[src/rtl/nfsa_ram.sv]
// Generic one-write, one-read synchronous RAM with registered read data.
module nfsa_ram #(
  parameter int WIDTH = 8,
  parameter int DEPTH = 16
) (
  input  logic                     clk,
  input  logic                     wr_en,
  input  logic [$clog2(DEPTH)-1:0] wr_addr,
  input  logic [WIDTH-1:0]         wr_data,
  input  logic                     rd_en,
  input  logic [$clog2(DEPTH)-1:0] rd_addr,
  output logic [WIDTH-1:0]         rd_data
);

  logic [WIDTH-1:0] mem [DEPTH];

  always_ff @(posedge clk) begin
    if (wr_en) begin
      mem[wr_addr] <= wr_data;
    end
    if (rd_en) begin
      rd_data <= mem[rd_addr];
    end
  end

endmodule

[config.mk]
export PLATFORM = sky130hd
export DESIGN_NAME = nfsa_ram
export DESIGN_NICKNAME = d
export VERILOG_FILES = /design/src/rtl/nfsa_ram.sv
export SDC_FILE = /design/constraint.sdc
export NUM_CORES = 1
export LEC_CHECK = 0
export ABC_AREA = 1
export BUFFER_PORTS_ARGS = -buffer_cell sky130_fd_sc_hd__buf_2
export CORE_UTILIZATION = 35
export DETAILED_ROUTE_END_ITERATION = 16
export PLACE_DENSITY_LB_ADDON = 0.25
export REMOVE_ABC_BUFFERS = 1
export SYNTH_ARGS = -nofsm -noshare
export SYNTH_HDL_FRONTEND = slang
export SYNTH_SLANG_ARGS = --single-unit
[constraint.sdc]
create_clock -name clk -period 1.1 [get_ports clk]
set_input_delay 0.11 -clock clk [delete_from_list [all_inputs] [get_ports clk]]
set_output_delay 0.11 -clock clk [all_outputs]
set_load 0.005 [all_outputs]
==> results.py <==
metrics = {
    "clock_network": {
        "ctsHoldBuffers": 0,
        "clk_pin_slew_ps": 60,
        "post_cts_buffers": 0,
        "cts_max_level": 4,
        "cts_tree": "yes",
        "cts-root-buf": "clkbuf_16",
        "insertion_delay_ps": 430,
        "cts.sinks": 136,
        "clockBufferDepth": 2,
        "numCtsBuffers": 17,
    },
    "logic_synthesis": {
        "synth.cell_area_mm2": 0.005847,
        "syn_area_per_cell_um2": 10.61,
        "synth_cells": 551,
        "ys_seq_elements": 136,
        "yosys.area.top_type": "edfxtp_1",
        "synth_cell_type_count": 11,
        "synth_area_leaders": "edfxtp_1, nand2_1, nand3_1",
        "ys_seq_area_share_pct": 69.85,
        "synth_top_area_share_pct": 69.85,
        "yosys_warnings": 0,
    },
    "global_routing": {
        "antenna_found_initial": 0,
        "met1_usage_pct": 21.44,
        "busiest_layer": "met2",
        "grt_use_total_pct": 16.24,
        "overflow": 0,
        "grt_max_degree": 45,
        "grtUsageMet3_pct": 3.588,
        "grt_pass1_vias": 3671,
        "grt_first_pass_wirelength_mm": 20.66,
        "met2_usage_pct": 25.68,
    },
    "critical_path": {
        "r2r_slack_ps": 40,
        "worst_setup_path_start_kind": "register",
        "crit_type": "reg -> out",
        "cp-end-kind": "output pin",
        "path_delay_family": "flip-flops",
        "arrival_ps": 1010,
        "critical_path.max_stage_delay_ps": 420,
        "crit_chain": "buf_2",
        "cp.buffers_inverters": 1,
        "required_ps": 990,
        "cp_max_fo": 1,
        "slowest_stage": "edfxtp_1",
    },
    "routing": {
        "post_drt_wl_per_cell_um": 15.79,
        "routed_via_density": 4.559,
        "drtPass1Iterations": 4,
        "post-route-drc-count": 0,
        "vias": 3779,
        "wl_mm": 13.09,
        "drtAntennaViolNets": 0,
        "drt_iter0_drc": 287,
    },
    "cells_and_area": {
        "fill_cells": 1538,
        "nets": 620,
        "multi_input_area_mm2": 0.001331,
        "layout_commonest_cell": "nand2_1",
        "design_area_mm2": 0.006987,
        "final_util_pct": 43.35,
        "syn2layout_area_growth_pct": 19.49,
        "n_antenna_cell": 0,
        "seq_area_mm2": 0.004084,
        "drive_gt1_share_pct": 17.46,
        "final_cell_mix": "nand2_1, edfxtp_1, inv_1",
    },
    "timing": {
        "hold_violations": 0,
        "hold_slack_ps": 73.72,
        "clock_skew_ps": 8.784,
        "drv_slew": 0,
        "setup_viol": 3,
        "timing.fmax_mhz": 890.3,
        "fin_setup_tns_ps": -45.06,
        "worst_pin_slew_ps": 383.2,
        "fin_ws_ps": -23.22,
        "rsz0062_at_grt": "true",
        "period_minus_slack_ps": 1123,
        "timing.final.crit_share_pct": 102.1,
        "max_slew_margin_pct": 74.42,
    },
    "placed_design": {
        "place_hpwl_mm": 8.442,
        "numPortBuffers": 26,
        "placed_cell_area_mm2": 0.006374,
        "place_congestion": 0.7993,
    },
    "outcome": {
        "failed_checks": "negative setup slack",
        "status": "complete, but fails checks",
    },
    "floorplanning": {
        "rows": 46,
        "die_w_um": 131.3,
        "die_area_mm2": 0.01723,
        "die_h_um": 131.3,
        "core_mm2": 0.01612,
        "start_util_pct": 36.28,
        "ioPinCount": 27,
    },
    "power_and_ir_drop": {
        "ir_worst_vdd_v": 0.001231,
        "pwr-share-seq_pct": 51.3,
        "netSwitchingFraction_pct": 22.23,
        "power.internal_w": 0.008900,
        "p_total_w": 0.01145,
        "p_comb_share_pct": 6.7,
        "p_leak_nw": 3.003,
        "switchingPower_w": 0.002545,
        "pwr_density_cell_mw_per_mm2": 1638,
        "p_clk_share_pct": 42.0,
    },
    "job": {
        "max-cap-violations": 0,
    },
    "worst_hold_path": {
        "hold_class": "in -> reg",
    },
}
[per-stage QoR]
| step | std cells | worst slack [ps] |
|---|---|---|
| after global placement | 798 | -162.6 |
| after floorplan | 527 | -130.6 |
| final | 829 | -23.22 |
| after detailed placement | 798 | -173.3 |
| after global routing | 829 | -48.53 |
| after CTS | 829 | -37.95 |
[path summary, 6_finish.rpt]
kind,start,endpoint,cells past startpoint
setup / recovery,rd_data[4],rd_data[4],1
hold / removal,wr_data[3],mem[10][3],1
setup reg to reg,mem[0][3],rd_data[3],6
hold reg to reg,mem[10][6],rd_data[6],6
[power groups by stage]
| stage | registers (W) | clock network (W) | logic [W] |
|---|---|---|---|
| final | 0.00588 | 0.00481 | 0.000762 |
| after global routing | 0.00588 | 0.00510 | 0.000849 |
| after CTS | 0.00588 | 0.00489 | 0.000739 |
| after detailed placement | 0.00598 | 0 | 0.000735 |
| after global placement | 0.00598 | 0 | 0.000729 |
| after floorplan | 0.00597 | 0 | 0.000313 |
[layer usage]
metal	routed length, um	vias up	share of wire [%]
met3	421	18	3.2
met2	6234	67	48
met1	6183	1814	47
met4	250	0	1.9
met5	0	-	0
li1	-	1880	-
[layout make-up]
class / instances / area share (%)
flip-flops and latches: 136 / 58.45
well taps: 216 / 3.868
repair buffers: 55 / 6.053
clock buffers: 19 / 6.196
clock inverters: 12 / 0.8954
multi-input cells: 289 / 19.05
inverters: 102 / 5.480
[registers in the layout, summed over array words and instances, names as in the netlist]
name / cells
rd_data: 8
mem: 128
[cell usage after synthesis]
library cell and count:
nand2_1 173, edfxtp_1 136, inv_1 100, nand3_1 97, nor2_1 17, buf_2 13
buf_6 6, buf_4 4, inv_2 2, nand3b_1 2, buf_1 1
[cells by family (layout without fill, tap and decap cells)]
logic type / Yosys count / in the layout / synth area share (%)
and+or+nand+nor: 289 / 289 / 20.76
DFF: 136 / 136 / 69.85
buffers and inverters: 126 / 188 / 9.394
[timing repair]
action                     4_1_cts  5_1_grt
hold endpoints to repair         0        0
gates resized for setup          1       23
setup endpoints to repair        4       12
pin swaps                        0       24
(Power assumes the default switching activity.)
