[config.mk]
export PLATFORM = sky130hd
export DESIGN_NAME = nfsa_valid_store
export DESIGN_NICKNAME = d
export VERILOG_FILES = /design/src/rtl/nfsa_pkg.sv /design/src/rtl/nfsa_ram.sv /design/src/rtl/nfsa_valid_store.sv
export SDC_FILE = /design/constraint.sdc
export NUM_CORES = 1
export LEC_CHECK = 0
export BUFFER_PORTS_ARGS = -buffer_cell sky130_fd_sc_hd__buf_4
export CAP_MARGIN = 20
export CORE_MARGIN = 2
export CORE_UTILIZATION = 45
export DETAILED_ROUTE_END_ITERATION = 8
export SLEW_MARGIN = 20
export SYNTH_ARGS = -nofsm -noshare
export SYNTH_HDL_FRONTEND = slang
export SYNTH_SLANG_ARGS = --single-unit
[constraint.sdc]
create_clock -name clk -period 3.7 [get_ports clk]
set_input_delay 0.37 -clock clk [delete_from_list [all_inputs] [get_ports clk]]
set_output_delay 0.37 -clock clk [all_outputs]
set_load 0.05 [all_outputs]
[src/rtl/nfsa_pkg.sv]
// Shared constants, codes and types for the next-fit slot allocator.
package nfsa_pkg;

  localparam int SLOTS       = 1024;
  localparam int GROUP_BITS  = 16;
  localparam int SLOT_BITS   = $clog2(SLOTS);
  localparam int COL_BITS    = 5;
  localparam int COLS        = 1 << COL_BITS;
  localparam int ROWS        = SLOTS / COLS;
  localparam int ROW_BITS    = SLOT_BITS - COL_BITS;
  localparam int COUNT_BITS  = SLOT_BITS + 1;
  localparam int CMD_BITS    = 2;
  localparam int STATUS_BITS = 2;

  typedef enum logic [CMD_BITS-1:0] {
    CMD_ALLOC      = 2'd0,
    CMD_FREE       = 2'd1,
    CMD_GROUP_FREE = 2'd2
  } cmd_t;

  typedef enum logic [STATUS_BITS-1:0] {
    ST_OK        = 2'd0,
    ST_FULL      = 2'd1,
    ST_NOT_ALLOC = 2'd2
  } status_t;

  typedef struct packed {
    logic                en;
    logic [ROW_BITS-1:0] row;
    logic [COLS-1:0]     word;
  } vwr_t;

endpackage

[src/rtl/nfsa_ram.sv]
// Generic one-write, one-read synchronous RAM with registered read data.
module nfsa_ram #(
  parameter int WIDTH = 8,
  parameter int DEPTH = 16
) (
  input  logic                     clk,
  input  logic                     wr_en,
  input  logic [$clog2(DEPTH)-1:0] wr_addr,
  input  logic [WIDTH-1:0]         wr_data,
  input  logic                     rd_en,
  input  logic [$clog2(DEPTH)-1:0] rd_addr,
  output logic [WIDTH-1:0]         rd_data
);

  logic [WIDTH-1:0] mem [DEPTH];

  always_ff @(posedge clk) begin
    if (wr_en) begin
      mem[wr_addr] <= wr_data;
    end
    if (rd_en) begin
      rd_data <= mem[rd_addr];
    end
  end

endmodule

[src/rtl/nfsa_valid_store.sv]
// Slot valid bits stored as rows of a word-wide RAM, with per-row valid flags.
module nfsa_valid_store import nfsa_pkg::*; (
  input  logic                clk,
  input  logic                rst,
  input  logic                rd_en,
  input  logic [ROW_BITS-1:0] rd_row,
  output logic [COLS-1:0]     rd_word,
  input  vwr_t                wr
);

  logic [ROWS-1:0] row_valid;
  logic            rd_valid;
  logic [COLS-1:0] ram_q;

  nfsa_ram #(
    .WIDTH (COLS),
    .DEPTH (ROWS)
  ) u_ram (
    .clk     (clk),
    .wr_en   (wr.en),
    .wr_addr (wr.row),
    .wr_data (wr.word),
    .rd_en   (rd_en),
    .rd_addr (rd_row),
    .rd_data (ram_q)
  );

  always_ff @(posedge clk) begin
    if (rst) begin
      row_valid <= '0;
      rd_valid  <= 1'b0;
    end else begin
      if (wr.en) begin
        row_valid[wr.row] <= 1'b1;
      end
      if (rd_en) begin
        rd_valid <= row_valid[rd_row];
      end
    end
  end

  assign rd_word = rd_valid ? ram_q : '0;

endmodule

==> results.yml <==
layout:
  fin_util_pct: 52.14
  final_nets: 1933
  regArea_um2: 32370
  fillers: 6851
  area_growth_syn_to_layout_pct: 15.18
  drive_gt1_share_pct: 35.02
  multi_input_area_um2: 8761
  fin_area_um2: 47570
  insertedDiodeCount: 0
routing:
  antenna_left: 0
  vias: 19038
  drt_iter0_markers: 2211
  routed_wl_um: 99920
  wl_per_cell_um: 31.57
  dr.pass1.iters: 5
  drc: 0
  via_per_inst: 6.015
sta:
  fin_skew_ns: 0.01622
  hold_viol: 0
  period_needed_ns: 2.713
  period_share_pct: 73.31
  rsz0062_at_grt: "no"
  finalSetupViolations: 0
  tightest_slew_ns: 1.057
  timing.final.ws_setup_ns: 0.9874
  setup_tns_ns: 0
  fmax_mhz: 368.7
  final_max_slew_viol_count: 0
  max_slew_margin_pct: 29.39
power_and_ir_drop:
  leakage_uw: 0.01490
  p_int_uw: 20380
  clkPwrFrac_pct: 41.4
  p_seq_share_pct: 53.6
  p_comb_share_pct: 5.0
  ir_drop_v: 0.0004251
  cellPowerDensity_nw_per_um2: 539.8
  switching_share_pct: 20.63
  p_sw_uw: 5299
global_route:
  grt_max_degree: 60
  first_global_vias: 19630
  antenna_found_initial: 4
  grt_first_pass_wirelength_um: 143000
  grt_usage_pct: 21.57
  globalRoute.totalOverflow: 0
clock_tree:
  clockBufferDepth: 3
  htree_levels: 3
  cts_setup_buffers: 0
  cts.sinks: 1089
  ctsResizeCount: 0
  path_clk_slew_ns: 0.06
  clk_latency_ns: 0.67
  cts_root_buf: "clkbuf_16"
  cts_tree: "built"
  numCtsBuffers: 108
  hold_buffers: 0
yosys:
  syn_nets: 1755
  yosys-top-cells-area: "edfxtp_1 (77%), mux4_2 (17%), dfxtp_1 (1.6%), nor2_1 (0.90%), mux2_2 (0.87%)"
  synth_cell_types: 24
  ys_warn_count: 0
  syn_avg_cell_area_um2: 24.17
  syn_area_um2: 41300
  synth_seq_cells: 1089
  yosysSeqAreaShare_pct: 78.37
  yosys.area.top_type: "edfxtp_1"
  netlist_instances: 1709
  synth_top_cell_area_share_pct: 76.77
worst_setup_path:
  cpPeakStageDelay_ns: 1.03
  critPathSlowestCell: "dfxtp_2"
  path_class: "reg -> out"
  setup.worst_path.start_class: "flop"
  cp_max_fo: 33
  worstPathCellList: "and2_1 -> buf_4"
  crit_path_end_kind: "primary output"
  arrival_ns: 2.34
  critical_path_required_ns: 3.33
run_status:
  status: "finished, final reports clean"
floorplanning:
  num_rows: 111
  core_um2: 91250
  die_y_um: 307.0
  dieWidth_um: 307.0
  dieArea_um2: 94220
  initial_utilization_pct: 45.27
  io_pins: 78
worst_hold_path:
  hp-class: "in -> reg"
placement:
  dp_slack_ns: 0.9102
  placedInstanceArea_um2: 44130
  place_hpwl_um: 49340
  portBuffers: 77
  globalplace.congestion: 0.7290
run:
  cap_viol_max_count: 0
-- stage by stage --
stage,total power (uW),hold slack [ns],std cells
floorplan,14790,0.4396,1709
global placement,15300,0.4505,2963
detailed placement,15340,0.4587,2963
CTS,25910,0.04440,3165
global route,26460,0.07810,3165
finish,25680,0.09155,3165
-- critical path: cells and delay by family (launching register included) --
kind                   cells  cell delay, ns
buffers and inverters      1            0.25
DFF                        1            1.03
and+or+nand+nor            1            0.38
-- kinds of logic after synthesis --
group / share of synthesized area (%)
multiplexers: 18.71
AO/OA/AOI/OAI: 0.1484
AND/OR/NAND/NOR: 1.772
flip-flops: 78.37
buffers and inverters: 0.9967
-- power groups by stage --
stage                     Combinational, uW  Clock (uW)  Sequential, uW
after global placement                 1270           0           14000
after CTS                              1300       10800           13800
after detailed placement               1300           0           14000
after global routing                   1370       11300           13800
final                                  1280       10600           13800
after floorplan                         791           0           14000
-- cells in the final DEF (no fill, tap or decap), types with 6 or more instances in the layout --
master and count:
edfxtp_1 1056, mux4_2 320, buf_4 122, clkbuf_16 109
nor2_1 67, and2_1 33, mux2_2 32, nor2_4 32
dfxtp_1 32, buf_12 28, clkbuf_1 27, clkinv_1 23
clkinv_2 19, mux2i_1 16, bufinv_16 9, nand2_1 6
nand3_1 6
-- state kept, by name (all words and copies together), names as in the netlist --
signal / count
row_valid: 32
u_ram.rd_data: 32
rd_valid: 1
u_ram.mem: 1024
-- final cells by class --
cell class,instances,area share [%]
repair buffers,153,3.190
well taps,1186,3.119
clock inverters,63,1.194
multi-input cells,535,18.42
clock buffers,139,6.033
flip-flops and latches,1089,68.05
-- cells in the mapped netlist --
cell type	number
buf_2	23
mux2i_1	16
buf_4	1
or3_1	1
dfxtp_1	33
nor2b_1	2
or3b_2	3
mux2_2	32
edfxtp_1	1056
a311oi_1	1
a21oi_1	3
nand2_1	6
buf_6	8
and2_1	33
nand3_1	6
nand2b_1	2
nand3b_1	5
buf_1	17
nor2_1	99
mux4_2	320
clkbuf_1	36
a211oi_1	1
a22oi_1	4
and3_1	1
-- routing by layer --
layer | up-vias | part of all wire (%) | GRT usage (%)
li1 | 7664 | - | -
met1 | 10507 | 43 | 30.94
met2 | 713 | 49 | 34.50
met3 | 148 | 6.0 | 3.467
met4 | 6 | 2.4 | 6.361
met5 | - | 0.038 | 0
-- final timing paths --
path / startpoint / endpoint / slack [ns] / depth (start not counted)
worst max-delay path: rd_valid$_SDFFE_PP0P_ / rd_word[1] / 0.99 / 2
worst max register to register: u_ram.mem[4][20]$_DFFE_PP_ / u_ram.rd_data[20]$_DFFE_PP_ / 1.77 / 3
worst min-delay path: rst / row_valid[21]$_SDFFE_PP0P_ / 0.09 / 2
worst min register to register: row_valid[7]$_SDFFE_PP0P_ / row_valid[7]$_SDFFE_PP0P_ / 0.47 / 2
(Power assumes the default switching activity.)
